File: src/hdl/bppe_pkg.sv
// Package: widths, limits and controller/datapath signal groups for the envelope block.
package bppe_pkg;

	localparam int SAMPLE_W   = 16;
	localparam int ENV_W      = 16;
	localparam int SIZE_W     = 7;
	localparam int MAX_BLOCK  = 64;
	localparam int RESET_SIZE = 44;
	// counts 0..MAX_BLOCK
	localparam int POS_W      = $clog2(MAX_BLOCK + 1);
	// remainder of a division by the block size, plus one bit for the shift
	localparam int REM_W      = $clog2(MAX_BLOCK) + 1;
	// restoring divider: one quotient bit per step over the range difference
	localparam int DIV_STEPS  = ENV_W;
	localparam int STEP_W     = $clog2(DIV_STEPS);

	typedef struct packed {
		logic accept;   // sample transaction this cycle
		logic init;     // form block range and delta, load divider
		logic step;     // one divider step
		logic fix;      // signed floor correction of the delta quotient
		logic load;     // load next result into the output register
	} bppe_cmd_t;

	typedef struct packed {
		logic block_done;  // accepted sample would complete the block
		logic last;        // next result is the last of the block
	} bppe_status_t;

endpackage

File: src/hdl/bppe_if.sv
// Handshake channel interfaces for samples in and envelope results out.
interface bppe_sample_if;
	logic                                valid;
	logic                                ready;
	logic signed [bppe_pkg::SAMPLE_W-1:0] sample;

	modport source (output valid, output sample, input ready);
	modport sink (input valid, input sample, output ready);
endinterface

interface bppe_env_if;
	logic                         valid;
	logic                         ready;
	logic [bppe_pkg::ENV_W-1:0]   envelope;
	logic                         last_of_block;

	modport source (output valid, output envelope, output last_of_block, input ready);
	modport sink (input valid, input envelope, input last_of_block, output ready);
endinterface

File: src/hdl/bppe_ctrl.sv
// Controller: sequences sample collection, delta division and result emission.
module bppe_ctrl (
	input  logic                   clk,
	input  logic                   arst_n,
	input  logic                   in_valid,
	output logic                   in_ready,
	output logic                   out_valid,
	input  logic                   out_ready,
	input  bppe_pkg::bppe_status_t status,
	output bppe_pkg::bppe_cmd_t    cmd
);

	localparam logic [2:0] ST_COLLECT = 3'd0;
	localparam logic [2:0] ST_INIT    = 3'd1;
	localparam logic [2:0] ST_DIV     = 3'd2;
	localparam logic [2:0] ST_FIX     = 3'd3;
	localparam logic [2:0] ST_EMIT    = 3'd4;

	logic [2:0]                    state_q;
	logic [bppe_pkg::STEP_W-1:0]   step_q;
	logic                          out_valid_q;
	logic                          slot_free;

	assign in_ready  = (state_q == ST_COLLECT);
	assign out_valid = out_valid_q;
	assign slot_free = !out_valid_q || out_ready;

	always_comb begin
		cmd        = '0;
		cmd.accept = (state_q == ST_COLLECT) && in_valid;
		cmd.init   = (state_q == ST_INIT);
		cmd.step   = (state_q == ST_DIV);
		cmd.fix    = (state_q == ST_FIX);
		cmd.load   = (state_q == ST_EMIT) && slot_free;
	end

	always_ff @(posedge clk or negedge arst_n) begin
		if (!arst_n) begin
			state_q     <= ST_COLLECT;
			step_q      <= '0;
			out_valid_q <= 1'b0;
		end else begin
			if (cmd.load)
				out_valid_q <= 1'b1;
			else if (out_ready)
				out_valid_q <= 1'b0;

			case (state_q)
				ST_COLLECT: begin
					if (in_valid && status.block_done)
						state_q <= ST_INIT;
				end
				ST_INIT: begin
					step_q  <= '0;
					state_q <= ST_DIV;
				end
				ST_DIV: begin
					step_q <= step_q + 1'b1;
					if (step_q == bppe_pkg::STEP_W'(bppe_pkg::DIV_STEPS - 1))
						state_q <= ST_FIX;
				end
				ST_FIX: begin
					state_q <= ST_EMIT;
				end
				ST_EMIT: begin
					if (slot_free && status.last)
						state_q <= ST_COLLECT;
				end
				default: begin
					state_q <= ST_COLLECT;
				end
			endcase
		end
	end

endmodule

File: src/hdl/bppe_dp.sv
// Datapath: block extremes, delta divider and incremental interpolation.
module bppe_dp (
	input  logic                                 clk,
	input  logic                                 arst_n,
	input  logic                                 cfg_wen,
	input  logic [bppe_pkg::SIZE_W-1:0]          cfg_wdata,
	input  logic signed [bppe_pkg::SAMPLE_W-1:0] sample,
	input  bppe_pkg::bppe_cmd_t                  cmd,
	output bppe_pkg::bppe_status_t               status,
	output logic [bppe_pkg::ENV_W-1:0]           envelope,
	output logic                                 last_of_block
);

	localparam int SW = bppe_pkg::SIZE_W;
	localparam int PW = bppe_pkg::POS_W;
	localparam int RW = bppe_pkg::REM_W;
	localparam int EW = bppe_pkg::ENV_W;

	logic [SW-1:0]                        size_q;
	logic [SW-1:0]                        n_eff;
	logic [PW-1:0]                        pos_q;
	logic signed [bppe_pkg::SAMPLE_W-1:0] max_q, min_q;
	logic [EW-1:0]                        prev_q, cur_q;
	logic [SW-1:0]                        n_q;
	logic                                 neg_q;
	logic [EW-1:0]                        dvd_q;
	logic [RW-1:0]                        rem_q;
	logic signed [EW:0]                   dq_q;
	logic [RW-1:0]                        dr_q;
	logic [EW-1:0]                        q_q;
	logic [RW-1:0]                        r_q;
	logic [PW-1:0]                        k_q;
	logic [EW-1:0]                        env_q;
	logic                                 last_q;

	logic [EW-1:0]                        range;
	logic signed [EW:0]                   delta;
	logic [RW-1:0]                        rem_sh;
	logic                                 qbit;
	logic [RW-1:0]                        rsum;
	logic                                 wrap;
	logic signed [EW+1:0]                 q_next;

	// size zero acts as one, sizes above the limit saturate
	always_comb begin
		if (size_q == '0)
			n_eff = SW'(1);
		else if (size_q > SW'(bppe_pkg::MAX_BLOCK))
			n_eff = SW'(bppe_pkg::MAX_BLOCK);
		else
			n_eff = size_q;
	end

	assign status.block_done = ({1'b0, pos_q} + 1'b1) >= (PW + 1)'(n_eff);
	assign status.last       = (k_q == PW'(n_q - 1'b1));

	assign range  = EW'(max_q - min_q);
	assign delta  = $signed({1'b0, range}) - $signed({1'b0, prev_q});

	assign rem_sh = {rem_q[RW-2:0], dvd_q[EW-1]};
	assign qbit   = rem_sh >= RW'(n_q);

	// acc(k+1) = acc(k) + delta, kept as quotient and remainder of n
	assign rsum   = r_q + dr_q;
	assign wrap   = rsum >= RW'(n_q);
	assign q_next = $signed({2'b00, q_q}) + (EW + 2)'(dq_q) + $signed((EW + 2)'(wrap));

	assign envelope      = env_q;
	assign last_of_block = last_q;

	always_ff @(posedge clk or negedge arst_n) begin
		if (!arst_n) begin
			size_q <= SW'(bppe_pkg::RESET_SIZE);
			pos_q  <= '0;
			max_q  <= '0;
			min_q  <= '0;
			prev_q <= '0;
		end else begin
			if (cfg_wen)
				size_q <= cfg_wdata;
			if (cmd.accept) begin
				if (pos_q == '0) begin
					max_q <= sample;
					min_q <= sample;
				end else begin
					if (sample > max_q)
						max_q <= sample;
					if (sample < min_q)
						min_q <= sample;
				end
				pos_q <= status.block_done ? '0 : pos_q + 1'b1;
			end
			if (cmd.load && status.last)
				prev_q <= cur_q;
		end
	end

	always_ff @(posedge clk) begin
		if (cmd.init) begin
			cur_q <= range;
			neg_q <= delta[EW];
			dvd_q <= delta[EW] ? EW'(-delta) : EW'(delta);
			rem_q <= '0;
			n_q   <= n_eff;
			q_q   <= prev_q;
			r_q   <= '0;
			k_q   <= '0;
		end
		if (cmd.step) begin
			rem_q <= qbit ? rem_sh - RW'(n_q) : rem_sh;
			dvd_q <= {dvd_q[EW-2:0], qbit};
		end
		if (cmd.fix) begin
			if (neg_q && rem_q != '0) begin
				dq_q <= -$signed({1'b0, dvd_q}) - $signed((EW + 1)'(1));
				dr_q <= RW'(n_q) - rem_q;
			end else if (neg_q) begin
				dq_q <= -$signed({1'b0, dvd_q});
				dr_q <= '0;
			end else begin
				dq_q <= $signed({1'b0, dvd_q});
				dr_q <= rem_q;
			end
		end
		if (cmd.load) begin
			env_q  <= q_q;
			last_q <= status.last;
			q_q    <= EW'(q_next);
			r_q    <= wrap ? rsum - RW'(n_q) : rsum;
			k_q    <= k_q + 1'b1;
		end
	end

endmodule

File: src/hdl/block_peak_to_peak_envelope.sv
// Top level: peak-to-peak envelope detector with interpolated per-sample output.
//
//   channel   dir  payload                         transaction
//   samples   in   sample[15:0] signed             valid & ready
//   results   out  envelope[15:0], last_of_block   valid & ready
//   cfg       in   cfg_wdata[6:0] block size       cfg_wen
//
// Samples are taken one per cycle while a block fills. The sample that
// completes a block starts a 16-step restoring division of the range change
// by the block size, between a setup and a floor-correction step; then the
// block's n results leave at one per cycle while the output is not stalled.
// No sample is taken during division and emission; the output register
// holds under stall. Reset clears all control state and sets block size 44.
module block_peak_to_peak_envelope (
	input  logic                            clk,
	input  logic                            arst_n,
	input  logic                            cfg_wen,
	input  logic [bppe_pkg::SIZE_W-1:0]     cfg_wdata,
	bppe_sample_if.sink                     samples,
	bppe_env_if.source                      results
);

	bppe_pkg::bppe_cmd_t    cmd;
	bppe_pkg::bppe_status_t status;

	bppe_ctrl u_ctrl (
		.clk       (clk),
		.arst_n    (arst_n),
		.in_valid  (samples.valid),
		.in_ready  (samples.ready),
		.out_valid (results.valid),
		.out_ready (results.ready),
		.status    (status),
		.cmd       (cmd)
	);

	bppe_dp u_dp (
		.clk           (clk),
		.arst_n        (arst_n),
		.cfg_wen       (cfg_wen),
		.cfg_wdata     (cfg_wdata),
		.sample        (samples.sample),
		.cmd           (cmd),
		.status        (status),
		.envelope      (results.envelope),
		.last_of_block (results.last_of_block)
	);

endmodule
File: src/flat_wrapper.sv
// flat-port wrapper written by rule: the top's interface ports become plain ports
module block_peak_to_peak_envelope_flat 
  (clk, arst_n, cfg_wen, cfg_wdata, samples_valid, samples_sample, samples_ready, results_valid, results_envelope, results_last_of_block, results_ready);
  bppe_sample_if samples_i ();
  bppe_env_if results_i ();
  input  logic clk;
  input  logic arst_n;
  input  logic cfg_wen;
  input  logic [bppe_pkg::SIZE_W-1:0] cfg_wdata;
  input wire logic [$bits(samples_i.valid)-1:0] samples_valid;
  input wire logic [$bits(samples_i.sample)-1:0] samples_sample;
  output wire logic [$bits(samples_i.ready)-1:0] samples_ready;
  output wire logic [$bits(results_i.valid)-1:0] results_valid;
  output wire logic [$bits(results_i.envelope)-1:0] results_envelope;
  output wire logic [$bits(results_i.last_of_block)-1:0] results_last_of_block;
  input wire logic [$bits(results_i.ready)-1:0] results_ready;
  assign samples_i.valid = samples_valid;
  assign samples_i.sample = samples_sample;
  assign samples_ready = samples_i.ready;
  assign results_valid = results_i.valid;
  assign results_envelope = results_i.envelope;
  assign results_last_of_block = results_i.last_of_block;
  assign results_i.ready = results_ready;
  block_peak_to_peak_envelope u_core (.clk(clk), .arst_n(arst_n), .cfg_wen(cfg_wen), .cfg_wdata(cfg_wdata), .samples(samples_i), .results(results_i));
endmodule
File: config.mk
export PLATFORM = sky130hd
export DESIGN_NAME = block_peak_to_peak_envelope_flat
export DESIGN_NICKNAME = d
export VERILOG_FILES = /design/src/hdl/bppe_pkg.sv /design/src/hdl/bppe_if.sv /design/src/hdl/bppe_ctrl.sv /design/src/hdl/bppe_dp.sv /design/src/hdl/block_peak_to_peak_envelope.sv /design/src/flat_wrapper.sv
export SDC_FILE = /design/constraint.sdc
export NUM_CORES = 1
export LEC_CHECK = 0
export BUFFER_PORTS_ARGS = -buffer_cell sky130_fd_sc_hd__buf_2
export CELL_PAD_IN_SITES_DETAIL_PLACEMENT = 1
export CELL_PAD_IN_SITES_GLOBAL_PLACEMENT = 2
export CORE_ASPECT_RATIO = 1.4
export CORE_MARGIN = 2
export CORE_UTILIZATION = 40
export DETAILED_ROUTE_END_ITERATION = 10
export PLACE_DENSITY = 0.75
export SETUP_SLACK_MARGIN = 0.1
export SYNTH_ARGS = -nofsm -noshare
export SYNTH_HDL_FRONTEND = slang
export SYNTH_HIERARCHICAL = 1
export SYNTH_SLANG_ARGS = --single-unit
export TNS_END_PERCENT = 30
File: constraint.sdc
create_clock -name clk -period 6.75 [get_ports clk]
set_input_delay 0.675 -clock clk [delete_from_list [all_inputs] [get_ports clk]]
set_output_delay 0.675 -clock clk [all_outputs]
set_load 0.005 [all_outputs]
Word-level counts from Yosys, hierarchy flattened
Cells that the tools add are included.
{ "totals": {"input_bits": 28, "latchBits": 0, "output_inout_bits": 19, "mem_bits_ro": 0, "ff_bits": 187, "wordCells": 100, "ramBits": 0, "n_memories": 0} }
{ "classes": {"order_cmp": 6, "bitwise": 0, "n_mux": 29, "mul": 0, "n_reduce_logical": 20, "div_mod_pow": 0, "shifts": 0, "n_eq_ne": 9, "addsub": 16} }
{ "op_table": {"columns": ["cell", "n"], "rows": [
  ["16-bit two-way mux", 11],
  ["7-bit two-way mux", 11],
  ["16-bit negator", 2],
  ["7-bit subtractor", 3],
  ["16-bit by 16-bit subtractor with 17-bit output", 1],
  ["16-bit adder", 1],
  ["16-bit by 2-bit adder with 16-bit output", 1],
  ["16-bit > comparator", 1],
  ["16-bit less-than comparator", 1],
  ["16-bit subtractor", 1],
  ["16-bit by 2-bit subtractor with 16-bit output (second input constant)", 1],
  ["3-bit case mux with 5 select lines", 1],
  ["7-bit by 1-bit adder with 7-bit output (second input constant)", 2],
  ["7-bit greater-or-equal comparator", 2],
  ["7-bit zero test", 2],
  ["2-bit nonzero test", 5],
  ["3-bit two-way mux", 3],
  ["7-bit by 1-bit adder with 8-bit output (second input constant)", 1],
  ["8-bit by 7-bit greater-or-equal comparator with 1-bit output", 1],
  ["4-bit case mux with 2 select lines", 1],
  ["7-bit adder", 1],
  ["7-bit equality test", 1],
  ["7-bit > comparator (second input constant)", 1],
  ["7-bit nonzero test", 1],
  ["other kinds (15)", 24]
]} }

Depth between registers and ports, before layout
Gate-level depths: netlist of run 1.
{ "logic_depth": {"depth_word": 7, "mapped_depth": 23, "depth_no_buf": 23} }

Hierarchy
The synthesis of run 1 kept the hierarchy.
{ "modules_own_cells": {"columns": ["mod", "area_per_inst_um2", "cells_each", "n_inst", "seq_area_each_um2"], "rows": [
  ["bppe_dp", 12438.2, 1207, 1, 5068.6],
  ["bppe_ctrl", 411.6, 37, 1, 200.2]
]} }

Worst setup path after synthesis of run 1
No wires, ideal clock.
{ "synth_timing": {"path_type": "reg-to-reg", "startpoint": "register u_core.u_dp.dr_q[0]", "endpoint": "register u_core.u_dp.q_q[10] (data pin)", "stages_incl_launch_ff": 24, "path_slack_ns": 1.882, "path_buffers": 0, "setup_time_ns": 0.261, "required_ns": 6.489, "t_arrival_ns": 4.606, "period_less_slack_ns": 4.868, "path_cell_list": "edfxtp_1 -> ha_1 -> inv_1 -> fa_1 -> inv_1 -> ha_1 -> nor2b_1 -> o21ai_0 -> a21boi_0 -> o21ai_0 -> nand2b_1 -> a211o_1 -> a21oi_2 -> fa_1 -> fa_1 -> nor2b_1 -> o21ai_0 -> a21boi_0 -> o21ai_0 -> a21oi_1 -> a21o_1 -> a211o_1 -> and3_1 -> o21bai_1"} }
{ "synth_via": {"elab_chain_cells": 4} }
{ "synth_rtl": {"columns": ["item", "line", "source"], "rows": [
  ["start, declared", "bppe_dp.sv:29", "logic [RW-1:0] dr_q;"],
  ["start signal, assigned", "bppe_dp.sv:116", "dr_q <= RW'(n_q) - rem_q;"],
  ["start signal, assigned", "bppe_dp.sv:122", "dr_q <= rem_q;"],
  ["7-bit adder", "bppe_dp.sv:64", "assign rsum = r_q + dr_q;"],
  ["7-bit greater-or-equal comparator", "bppe_dp.sv:65", "assign wrap = rsum >= RW'(n_q);"],
  ["16-bit by 2-bit adder with 16-bit output", "bppe_dp.sv:66", "assign q_next = $signed({2'b00, q_q}) + (EW + 2)'(dq_q) + $signed((EW + 2)'(wrap));"],
  ["16-bit two-way mux", "bppe_dp.sv:125", "if (cmd.load) begin"],
  ["end signal, assigned", "bppe_dp.sv:105", "q_q <= prev_q;"],
  ["end signal, assigned", "bppe_dp.sv:128", "q_q <= EW'(q_next);"],
  ["end, declared", "bppe_dp.sv:30", "logic [EW-1:0] q_q;"]
]} }
No other way between the ends.
A chain may end at the register's enable or synchronous reset.

Final worst setup path of run 1
Ends and elaborated chain as after synthesis.

==> results of run 1 <==
[through the flow]
stage                     instance area [um2]  setup WS, ns  util [%]  hold WS [ns]
final                                   14000          1.28      44.4         0.335
after floorplan                         12800          1.88         -         0.379
after global routing                    14000         0.696      44.4         0.407
after global placement                  13400          1.27      42.5         0.436
after detailed placement                13400          1.22      42.5         0.445
after CTS                               14000          1.19      44.4         0.388
[registers in the layout (all words and copies together) (netlist names), 3 cells and up]
name,cells
u_core/u_dp/cur_q,16
u_core/u_dp/dq_q,16
u_core/u_dp/dvd_q,16
u_core/u_dp/envelope,16
u_core/u_dp/max_q,16
u_core/u_dp/min_q,16
u_core/u_dp/prev_q,16
u_core/u_dp/q_q,16
u_core/u_dp/dr_q,7
u_core/u_dp/k_q,7
u_core/u_dp/n_q,7
u_core/u_dp/pos_q,7
u_core/u_dp/r_q,7
u_core/u_dp/rem_q,7
u_core/u_dp/size_q,7
u_core/u_ctrl/step_q,4
u_core/u_ctrl/state_q,3
[worst max-delay path, stage by stage, from the launching register on]
cell      delay (ns)
edfxtp_1        0.37
ha_1            0.22
inv_1           0.07
fa_1            0.42
inv_1           0.12
ha_1            0.25
nor2b_1         0.13
o21ai_0         0.18
a21boi_0        0.14
o21ai_0         0.17
nand2b_1        0.11
a211o_1         0.31
a21oi_2         0.50
fa_1            0.33
fa_1            0.22
nor2b_1         0.06
o21ai_0         0.20
a21boi_0        0.16
o21ai_0         0.21
a21oi_1         0.19
a21o_1          0.22
a211o_1         0.28
and3_1          0.17
o21bai_1        0.15
[worst paths after layout]
check                                          endpoint  slack, ns                 from  depth (start not counted)
worst max-delay path                u_core/u_dp/q_q[10]       1.28  u_core/u_dp/dr_q[0]                         23
worst min register to register  u_core/u_dp/envelope[8]       0.46   u_core/u_dp/q_q[8]                          0
worst min-delay path               u_core/u_dp/pos_q[2]       0.33               arst_n                          1
max in group asynchronous         u_core/u_dp/prev_q[9]       5.75               arst_n                          1
min in group clk                  u_core/u_dp/size_q[1]       0.45         cfg_wdata[1]                          2
worst max register to register      u_core/u_dp/q_q[10]       1.28  u_core/u_dp/dr_q[0]                         23
[layout by cell type (no fill, tap or decap), drive strengths merged, types with 15 or more instances in the layout]
master  synthesis  final
a21o           35     35
xor2           28     28
nor2           57     57
dfrtp          67     67
nand3          28     28
a21oi          55     55
nor2b          25     25
and2           18     18
mux2           60     60
inv           110    114
o21ai          59     59
or2            15     15
ha            116    116
edfxtp        117    117
mux2i          25     25
nor3           22     22
clkbuf         33     22
buf             8     49
xnor2          84     84
nand2b         21     21
nand2          77     77
[cell type report]
cell class	instances	area share [%]
clock inverters	10	0.704
inverters	111	3.00
well taps	395	3.52
multi-input cells	905	49.8
repair buffers	49	1.82
flip-flops and latches	187	37.5
clock buffers	22	3.62
[logic make-up after synthesis]
| kind of cell | after synthesis | synth area share, % |
|---|---|---|
| XOR/XNOR | 112 | 7.63 |
| flip-flops | 187 | 41.0 |
| adder cells (fa/ha/maj) | 124 | 12.5 |
| multiplexers | 85 | 7.21 |
| AO/OA/AOI/OAI | 255 | 13.3 |
| AND/OR/NAND/NOR | 329 | 13.7 |
| buffers and inverters | 152 | 4.60 |
[layer usage]
layer  global-route usage [%]  vias to the layer above  share of wire (%)
met2                     34.6                       72                 54
met4                     5.69                        0                1.6
li1                         -                     4512                  -
met3                     2.22                       29                1.7
met1                     20.9                     4466                 43
met5                        0                        -                  0
==> metrics.json, run 1 <==
{
  "synthCells": {"value": 1244},
  "worst_pin_slew": {"value": 0.959, "unit": "ns"},
  "routed_via_density": {"value": 5.41},
  "grt_setup_unrepaired": {"value": "no"},
  "critPathMaxFanout": {"value": 9},
  "postCtsResizedCells": {"value": 0},
  "cts_made_buffers": {"value": 17},
  "area_delta_synth_final": {"value": 9.30, "unit": "%"},
  "syn_avg_cell_area": {"value": 10.3, "unit": "um2"},
  "netlist.top_cell.by_area": {"value": "edfxtp_1"},
  "die_h": {"value": 216, "unit": "um"},
  "tritoncts": {"value": "done"},
  "synth_common_cells": {"value": "edfxtp_1, ha_1, inv_1"},
  "initial_utilization": {"value": 40.7, "unit": "%"},
  "layout.nets": {"value": 1423},
  "antenna_cells_inserted": {"value": 0},
  "global_route.overflow_total": {"value": 0},
  "cts_post_setup_buffers_inserted": {"value": 0},
  "final.setup.tns": {"value": 0, "unit": "ns"},
  "drt_pass1_iterations": {"value": 4},
  "report.final.slew_viol_count": {"value": 0},
  "design.die.area": {"value": 33600, "unit": "um2"},
  "endpoint_kind": {"value": "register"},
  "clk_pin_slew": {"value": 0.08, "unit": "ns"},
  "multi_input_comb_area": {"value": 7000, "unit": "um2"},
  "crit_path_start_kind": {"value": "register"},
  "clk_root_buffer_cell": {"value": "clkbuf_16"},
  "num_vias": {"value": 9079},
  "synth.distinct_cells": {"value": 87},
  "port_buffers": {"value": 46},
  "clk-insertion-delay-late": {"value": 0.46, "unit": "ns"},
  "remaining_drc_errors": {"value": 0},
  "synth_enable_flop_cells": {"value": 117},
  "worst-setup-path-type": {"value": "reg -> reg"},
  "final.fill_count": {"value": 3575},
  "run_status": {"value": "finished, final reports clean"},
  "hp-class": {"value": "in -> async"},
  "syn-num-nets": {"value": 1396},
  "placedCellCount": {"value": 1647},
  "max_clock_freq": {"value": 0.183, "unit": "GHz"},
  "timing.critical_path.required": {"value": 6.93, "unit": "ns"},
  "cts_max_path_buffers": {"value": 2},
  "globalplace.congestion": {"value": 0.790},
  "layout.cells.non_filler": {"value": 1679},
  "yosys_warnings": {"value": 6},
  "drt_iter0_drc": {"value": 328},
  "dp_hpwl": {"value": 22800, "unit": "um"},
  "yosysSeqAreaShare": {"value": 41.0, "unit": "%"},
  "core.rowCount": {"value": 77},
  "largest_cells_by_area_after_synthesis": {"value": "edfxtp_1, dfrtp_1, ha_1"},
  "grt_pass1_vias": {"value": 9581},
  "min_period": {"value": 5.47, "unit": "ns"},
  "drt-wirelength-per-cell": {"value": 17.5, "unit": "um"},
  "clock_skew": {"value": 0.0126, "unit": "ns"},
  "io-pin-count": {"value": 47},
  "maxCapViolations": {"value": 0},
  "die_w": {"value": 155, "unit": "um"},
  "grt_start_max_net_pins": {"value": 71},
  "area_share_of_the_leading_cell_type_in_the_synthesized_netlist": {"value": 27.3, "unit": "%"},
  "grt_use_total": {"value": 18.2, "unit": "%"},
  "clock_tree.htree_level_count": {"value": 4},
  "core_area": {"value": 31600, "unit": "um2"},
  "async_reset_ff_share": {"value": 37.4, "unit": "%"},
  "seq_area": {"value": 5270, "unit": "um2"},
  "grt_pass1_wl": {"value": 48500, "unit": "um"},
  "hold_buffers": {"value": 0},
  "synthFlopType": {"value": "edfxtp_1"},
  "postSynthRegisterBits": {"value": 187},
  "final-hold-violation-count": {"value": 0},
  "finalSetupViolCount": {"value": 0},
  "final_min_period_over_clock_period": {"value": 81.0, "unit": "%"},
  "drive_gt1_share": {"value": 13.9, "unit": "%"},
  "cts.sinks": {"value": 187},
  "mappedNetlistArea": {"value": 12800, "unit": "um2"},
  "worstPathArrival": {"value": 5.65, "unit": "ns"},
  "tightest_slew_margin_relative_to_the_limit": {"value": 36.1, "unit": "%"},
  "drtAntennaViolNets": {"value": 0},
  "routed_wl": {"value": 29300, "unit": "um"},
  "synthMostInstantiatedCell": {"value": "edfxtp_1"},
  "number_of_antenna_violations_at_the_first_check_in_global_routing": {"value": 0}
}
Power of run 1 is not shown: default switching activity piles up to over one toggle a cycle in this logic, so the estimate is an artifact.
==> inputs of run 2 (changes only) <==
ABC_AREA = 1   (was default)
CORE_UTILIZATION = 38   (was 40)
PLACE_DENSITY = 0.77   (was 0.75)
clock period = 5.31 ns   (was 6.75 ns; I/O delays follow)
==> run 2 against run 1 <==
  * Register-to-register slack worse by 0.74 ns
  * First-iteration DRC count down 8.5%
  * Critical path type unchanged
  * Fmax increased by 15%
  * Worst hold slack worse by 0.056 ns
  * Flip-flop and latch count unchanged
  * Synthesized area grew 4.1%
==> metrics.json, run 2 <==
{
  "highest_count_cells_in_the_layout_ignoring_fill_and_taps": {"value": "nand2_1, inv_1, nand3_1"},
  "clk_pin_slew": {"value": 0.08, "unit": "ns", "change": "about the same"},
  "cts.sinks": {"value": 187, "change": "unchanged"},
  "report.final.slew_viol_count": {"value": 0, "change": "unchanged"},
  "critical_path.top_delay_family": {"value": "adder cells"},
  "worstPathArrival": {"value": 5.00, "unit": "ns", "change": "-0.65 ns"},
  "final_min_period_over_clock_period": {"value": 89.8, "unit": "%", "change": "+8.8 points"},
  "layout.nets": {"value": 1887, "change": "+33%"},
  "finalSetupViolCount": {"value": 0, "change": "unchanged"},
  "final.fill_count": {"value": 4333, "change": "+21%"},
  "io-pin-count": {"value": 47, "change": "unchanged"},
  "postSynthRegisterBits": {"value": 187, "change": "unchanged"},
  "crit_slowest_cell": {"value": "fa_1"},
  "drtAntennaViolNets": {"value": 0, "change": "unchanged"},
  "dp_hpwl": {"value": 30100, "unit": "um", "change": "+32%"},
  "remaining_drc_errors": {"value": 0, "change": "unchanged"},
  "synthFlopType": {"value": "edfxtp_1"},
  "netlist.top_cell.by_area": {"value": "edfxtp_1"},
  "final-hold-violation-count": {"value": 0, "change": "unchanged"},
  "worst_pin_slew": {"value": 0.987, "unit": "ns", "change": "+0.0282 ns"},
  "design.die.area": {"value": 36700, "unit": "um2", "change": "+9.4%"},
  "area_delta_synth_final": {"value": 10.1, "unit": "%"},
  "cts_max_path_buffers": {"value": 2, "change": "unchanged"},
  "clk-insertion-delay-late": {"value": 0.47, "unit": "ns", "change": "about the same"},
  "cts_post_setup_buffers_inserted": {"value": 0, "change": "unchanged"},
  "synthCells": {"value": 1686, "change": "+36%"},
  "number_of_antenna_violations_at_the_first_check_in_global_routing": {"value": 0, "change": "unchanged"},
  "synthMostInstantiatedCell": {"value": "nand2_1"},
  "global_route.overflow_total": {"value": 0, "change": "unchanged"},
  "worst-setup-path-type": {"value": "reg -> reg"},
  "max_clock_freq": {"value": 0.210, "unit": "GHz", "change": "+15%"},
  "tightest_slew_margin_relative_to_the_limit": {"value": 34.0, "unit": "%", "change": "-2.0 points"},
  "die_w": {"value": 163, "unit": "um", "change": "+4.6%"},
  "core_area": {"value": 34900, "unit": "um2", "change": "+10%"},
  "drt_pass1_iterations": {"value": 4, "change": "unchanged"},
  "drt-wirelength-per-cell": {"value": 16.8, "unit": "um", "change": "-3.7%"},
  "critPathMaxFanout": {"value": 6, "change": "-3"},
  "core.rowCount": {"value": 81, "change": "+5.2%"},
  "num_vias": {"value": 11300, "change": "+24%"},
  "largest_cells_by_area_after_synthesis": {"value": "edfxtp_1, dfrtp_1, nand2_1"},
  "leading_cell_type_in_the_layout_fill_and_taps_excluded": {"value": "nand2_1"},
  "port_buffers": {"value": 46, "change": "unchanged"},
  "clock_tree.htree_level_count": {"value": 4, "change": "unchanged"},
  "grt_start_max_net_pins": {"value": 61, "change": "-14%"},
  "routed_via_density": {"value": 5.12, "change": "-5.3%"},
  "min_period": {"value": 4.77, "unit": "ns", "change": "-0.697 ns"},
  "yosysSeqAreaShare": {"value": 39.4, "unit": "%", "change": "-1.6 points"},
  "final.setup.tns": {"value": 0, "unit": "ns", "change": "unchanged"},
  "antenna_cells_inserted": {"value": 0, "change": "unchanged"},
  "syn_avg_cell_area": {"value": 7.93, "unit": "um2", "change": "-23%"},
  "drt_iter0_drc": {"value": 300, "change": "-8.5%"},
  "crit_path_start_kind": {"value": "register"},
  "maxCapViolations": {"value": 0, "change": "unchanged"},
  "hp-class": {"value": "in -> reg"},
  "die_h": {"value": 226, "unit": "um", "change": "+4.6%"},
  "drive_gt1_share": {"value": 7.61, "unit": "%", "change": "-6.3 points"},
  "syn-num-nets": {"value": 1838, "change": "+32%"},
  "routed_wl": {"value": 37100, "unit": "um", "change": "+26%"},
  "endpoint_kind": {"value": "register"},
  "area_share_of_the_leading_cell_type_in_the_synthesized_netlist": {"value": 26.3, "unit": "%", "change": "-1.1 points"},
  "timing.critical_path.required": {"value": 5.54, "unit": "ns", "change": "-1.39 ns"},
  "initial_utilization": {"value": 38.4, "unit": "%", "change": "-2.3 points"},
  "async_reset_ff_share": {"value": 37.4, "unit": "%", "change": "unchanged"},
  "synth.distinct_cells": {"value": 56, "change": "-36%"},
  "placedCellCount": {"value": 2171, "change": "+32%"},
  "clk_root_buffer_cell": {"value": "clkbuf_16"},
  "cts_made_buffers": {"value": 17, "change": "unchanged"},
  "run_status": {"value": "finished, final reports clean"},
  "synth_enable_flop_cells": {"value": 117, "change": "unchanged"},
  "grt_use_total": {"value": 21.4, "unit": "%", "change": "+3.2 points"},
  "crit_path_max_incr_delay": {"value": 0.43, "unit": "ns", "change": "-0.07 ns"},
  "grt_setup_unrepaired": {"value": "no"},
  "grt_pass1_wl": {"value": 61600, "unit": "um", "change": "+27%"},
  "cp_num_buf_inv": {"value": 5, "change": "+3"},
  "tritoncts": {"value": "done"},
  "mappedNetlistArea": {"value": 13400, "unit": "um2", "change": "+4.1%"},
  "clock_skew": {"value": 0.0139, "unit": "ns", "change": "+0.00128 ns"},
  "globalplace.congestion": {"value": 0.831, "change": "+5.2%"},
  "yosys_warnings": {"value": 6, "change": "unchanged"},
  "layout.cells.non_filler": {"value": 2204, "change": "+31%"},
  "grt_pass1_vias": {"value": 12200, "change": "+28%"},
  "synth_common_cells": {"value": "nand2_1, inv_1, nand3_1"}
}
run 2: cells by family (layout without fill, tap and decap cells):
group,after synthesis,count (layout),synth area share (%)
buffers and inverters,283,345,8.06
muxes,1,1,0.0842
DFF,187,187,39.4
xor gates and xnor gates,72,72,5.11
and+or+nand+nor,772,772,25.0
adders and majority gates,124,124,12.0
AOI/OAI and AO/OA,247,247,10.3
run 2: final timing paths:
check,startpoint,to,slack (ns),cells after the start
worst min-delay path,cfg_wdata[2],u_core/u_dp/size_q[2],0.28,3
worst max register to register,u_core/u_dp/dr_q[0],u_core/u_dp/q_q[12],0.54,27
max in group asynchronous,arst_n,u_core/u_ctrl/out_valid,3.80,3
worst max-delay path,u_core/u_dp/dr_q[0],u_core/u_dp/q_q[12],0.54,27
worst min register to register,u_core/u_dp/q_q[13],u_core/u_dp/envelope[13],0.46,0
min in group asynchronous,arst_n,u_core/u_dp/pos_q[6],0.43,2
run 2: per-layer routing:
| layer | vias to the layer above | routed length (um) | global-route usage, % |
|---|---|---|---|
| li1 | 5697 | - | - |
| met1 | 5437 | 15000 | 22.9 |
| met2 | 98 | 20400 | 42.2 |
| met3 | 49 | 547 | 2.33 |
| met4 | 0 | 1160 | 8.28 |
| met5 | - | 0 | 0 |
run 2: timing repair:
action,CTS,global route
hold endpoints to repair,7,0
hold buffers,1,0
gates resized for setup,0,0
run 2: per-stage QoR:
| stage | worst slack, ns | util [%] | hold WS [ns] | area, um2 |
|---|---|---|---|---|
| after floorplan | 0.819 | - | 0.235 | 13400 |
| after global placement | 0.636 | 40.6 | 0.376 | 14200 |
| after detailed placement | 0.560 | 40.6 | 0.379 | 14200 |
| after CTS | 0.513 | 42.2 | 0.251 | 14700 |
| after global routing | 0.115 | 42.2 | 0.282 | 14700 |
| final | 0.542 | 42.2 | 0.278 | 14700 |
run 2: final cells by class:
class                   instances  area (um2)  share of cell area, %
inverters                     256         963                   6.54
flip-flops and latches        187        5270                   35.8
multi-input cells            1216        7040                   47.8
repair buffers                 57         318                   2.16
clock buffers                  17         425                   2.89
well taps                     456         571                   3.87
clock inverters                15         136                  0.926
run 2: tightest hold or removal path, delay by kind of cell:
kind	cells	cell delay (ns)
AND/OR/NAND/NOR	1	0.04
buffers and inverters	1	0.08
AO/OA/AOI/OAI	1	0.06
Power of run 2 is left out for the same reason.
==> inputs of run 3 (changes only) <==
PLACE_DENSITY = 0.8   (was 0.77)
RECOVER_POWER = 50   (was default)
==> run 3 against run 2 <==
  * The run now ends with capacitance limit, slew limit left
  * Sequential share of layout area about the same
  * Die area unchanged
  * Register-to-register slack better by 0.02 ns
  * First-iteration DRC count grew 19%
  * Via count shrank 0.50%
  * Setup slack improved by 0.018 ns
  * Global-route usage down 0.15 points
  * Clock skew hardly changed
  * Fmax is 0.38% higher
  * Final cell count is essentially flat
==> metrics.json, run 3 (synthesis gave the netlist of run 2 again) <==
{
  "grt_pass1_vias": {"value": 12300, "change": "+0.83%"},
  "critical_path.top_delay_family": {"value": "adder cells"},
  "drt-wirelength-per-cell": {"value": 16.6, "unit": "um", "change": "-1.2%"},
  "hold_wc_startpoint": {"value": "cfg_wdata[3]"},
  "dp_hpwl": {"value": 29700, "unit": "um", "change": "-1.3%"},
  "drive_gt1_share": {"value": 6.53, "unit": "%", "change": "-1.1 points"},
  "grt_setup_unrepaired": {"value": "no"},
  "endpoint_kind": {"value": "register"},
  "tightest_slew_margin_relative_to_the_limit": {"value": -9.26, "unit": "%", "change": "-43 points"},
  "maxCapViolations": {"value": 2, "change": "+2"},
  "hold-path-cell-count": {"value": 3, "change": "unchanged"},
  "clk_root_buffer_cell": {"value": "clkbuf_16"},
  "grt_use_total": {"value": 21.2, "unit": "%", "change": "-0.15 points"},
  "max_clock_freq": {"value": 0.211, "unit": "GHz", "change": "+0.38%"},
  "multi_input_comb_area": {"value": 7030, "unit": "um2", "change": "-0.21%"},
  "r2r_start": {"value": "u_core/u_dp/dr_q[0]"},
  "reg2reg_setup_slack": {"value": 0.56, "unit": "ns", "change": "+0.02 ns"},
  "timing.critical_path.to": {"value": "u_core/u_dp/q_q[12]"},
  "final-hold-violation-count": {"value": 0, "change": "unchanged"},
  "final.fill_count": {"value": 4327, "change": "-0.14%"},
  "initial_utilization": {"value": 38.4, "unit": "%", "change": "unchanged"},
  "global_route.overflow_total": {"value": 0, "change": "unchanged"},
  "seq_area": {"value": 5270, "unit": "um2", "change": "unchanged"},
  "cts.sinks": {"value": 187, "change": "unchanged"},
  "crit_cells": {"value": 26, "change": "-3.7%"},
  "routed_via_density": {"value": 5.10, "change": "-0.45%"},
  "design.die.area": {"value": 36700, "unit": "um2", "change": "unchanged"},
  "worstPathArrival": {"value": 4.96, "unit": "ns", "change": "-0.04 ns"},
  "cts_post_setup_buffers_inserted": {"value": 0, "change": "unchanged"},
  "cts_max_path_buffers": {"value": 2, "change": "unchanged"},
  "cp_num_buf_inv": {"value": 3, "change": "-2"},
  "crit_path_max_incr_delay": {"value": 0.43, "unit": "ns", "change": "about the same"},
  "worst_path_most_repeated_cell": {"value": "nand2_1"},
  "die_w": {"value": 163, "unit": "um", "change": "unchanged"},
  "critPathMaxFanout": {"value": 6, "change": "unchanged"},
  "remaining_drc_errors": {"value": 0, "change": "unchanged"},
  "violated_checks": {"value": "capacitance limit, slew limit"},
  "worst_pin_slew": {"value": 1.64, "unit": "ns", "change": "+0.652 ns"},
  "crit_slowest_cell": {"value": "fa_1"},
  "clock_tree.htree_level_count": {"value": 4, "change": "unchanged"},
  "worst-setup-path-type": {"value": "reg -> reg"},
  "crit_start": {"value": "u_core/u_dp/dr_q[0]"},
  "timing.critical_path.required": {"value": 5.52, "unit": "ns", "change": "-0.02 ns"},
  "routed_wl": {"value": 36600, "unit": "um", "change": "-1.3%"},
  "io-pin-count": {"value": 47, "change": "unchanged"},
  "port_buffers": {"value": 46, "change": "unchanged"},
  "drtAntennaViolNets": {"value": 0, "change": "unchanged"},
  "core_area": {"value": 34900, "unit": "um2", "change": "unchanged"},
  "final.setup.tns": {"value": 0, "unit": "ns", "change": "unchanged"},
  "core.rowCount": {"value": 81, "change": "unchanged"},
  "finalSetupViolCount": {"value": 0, "change": "unchanged"},
  "tritoncts": {"value": "done"},
  "report.final.slew_viol_count": {"value": 86, "change": "+86"},
  "run_status": {"value": "complete, but fails checks"},
  "cts_made_buffers": {"value": 17, "change": "unchanged"},
  "rr_endpoint": {"value": "u_core/u_dp/q_q[12]"},
  "clk-insertion-delay-late": {"value": 0.47, "unit": "ns", "change": "about the same"},
  "grt_pass1_wl": {"value": 61100, "unit": "um", "change": "-0.80%"},
  "worst_r2r_path_depth": {"value": 26, "change": "-3.7%"},
  "drt_iter0_drc": {"value": 358, "change": "+19%"},
  "antenna_cells_inserted": {"value": 0, "change": "unchanged"},
  "hp-class": {"value": "in -> reg"},
  "highest_count_cells_in_the_layout_ignoring_fill_and_taps": {"value": "nand2_1, inv_1, nand3_1"},
  "number_of_antenna_violations_at_the_first_check_in_global_routing": {"value": 0, "change": "unchanged"},
  "grt_start_max_net_pins": {"value": 60, "change": "-1.6%"},
  "num_vias": {"value": 11200, "change": "-0.50%"},
  "clk_pin_slew": {"value": 0.07, "unit": "ns", "change": "about the same"},
  "layout.nets": {"value": 1886, "change": "-0.053%"},
  "clock_skew": {"value": 0.0143, "unit": "ns", "change": "+0.000328 ns"},
  "die_h": {"value": 226, "unit": "um", "change": "unchanged"},
  "area_delta_synth_final": {"value": 10.1, "unit": "%", "change": "about the same"},
  "globalplace.congestion": {"value": 0.834, "change": "+0.41%"},
  "min_period": {"value": 4.75, "unit": "ns", "change": "-0.0180 ns"},
  "crit_path_start_kind": {"value": "register"},
  "drt_pass1_iterations": {"value": 5, "change": "+1"},
  "final_min_period_over_clock_period": {"value": 89.5, "unit": "%", "change": "-0.34 points"},
  "leading_cell_type_in_the_layout_fill_and_taps_excluded": {"value": "nand2_1"}
}
run 3: changes by cell type in the layout (fill, tap and decap cells not counted), moves of 2 or more:
cell,delta
dfstp_2,-2
clkbuf_8,+2
clkinv_4,-3
clkinv_1,-2
clkbuf_1,+15
clkbuf_16,+3
clkinvlp_4,-2
dfstp_1,+2
buf_4,-5
inv_6,+5
buf_2,-12
inv_8,-3
o21ai_1,-2
run 3: worst register-to-register path, delay by kind of cell, from the launching register on:
kind                       cells  cell delay, ns
AOI/OAI and AO/OA              8            1.08
xor gates and xnor gates       1            0.16
adders and majority gates      5            1.78
buffers and inverters          3            0.28
DFF                            1            0.34
and+or+nand+nor                9            0.85
run 3: routing by layer:
layer,share of wire (%),up-vias,GRT usage [%]
met1,41,5380,22.6
li1,-,5698,-
met3,1.6,49,2.64
met2,55,98,42.1
met4,2.7,0,7.65
met5,0,-,0
run 3: stage by stage:
step | instances | instance area, um2 | util [%] | worst slack [ns] | hold slack (ns)
detailed placement | 2170 | 14100 | 40.6 | 0.309 | 0.388
CTS | 2203 | 14800 | 42.4 | 0.294 | 0.269
floorplan | 1686 | 13400 | - | 0.819 | 0.235
finish | 2203 | 14700 | 42.2 | 0.560 | 0.294
global placement | 2170 | 14100 | 40.6 | 0.513 | 0.387
global route | 2203 | 14700 | 42.2 | 0.141 | 0.286
run 3: area by class of cell:
| cell class | instances | share of cell area (%) |
|---|---|---|
| clock buffers | 22 | 3.59 |
| clock inverters | 10 | 0.586 |
| inverters | 256 | 6.54 |
| multi-input cells | 1216 | 47.7 |
| flip-flops and latches | 187 | 35.8 |
| well taps | 456 | 3.87 |
| repair buffers | 56 | 1.91 |
run 3: worst min-delay path by stage:
stage                         endpoint
2_1_floorplan  u_core/u_ctrl/out_valid
3_3_place_gp      u_core/u_dp/pos_q[2]
5_1_grt          u_core/u_dp/size_q[4]
3_5_place_dp      u_core/u_dp/pos_q[4]
6_report         u_core/u_dp/size_q[3]
4_1_cts          u_core/u_dp/size_q[2]
run 3: timing repair:
item                                    in CTS  in global routing
endpoints found under the setup margin       0                  2
hold buffers                                 1                  0
endpoints found under the hold margin        8                  0
gates resized for setup                      0                  2
Power of run 3 is left out for the same reason.
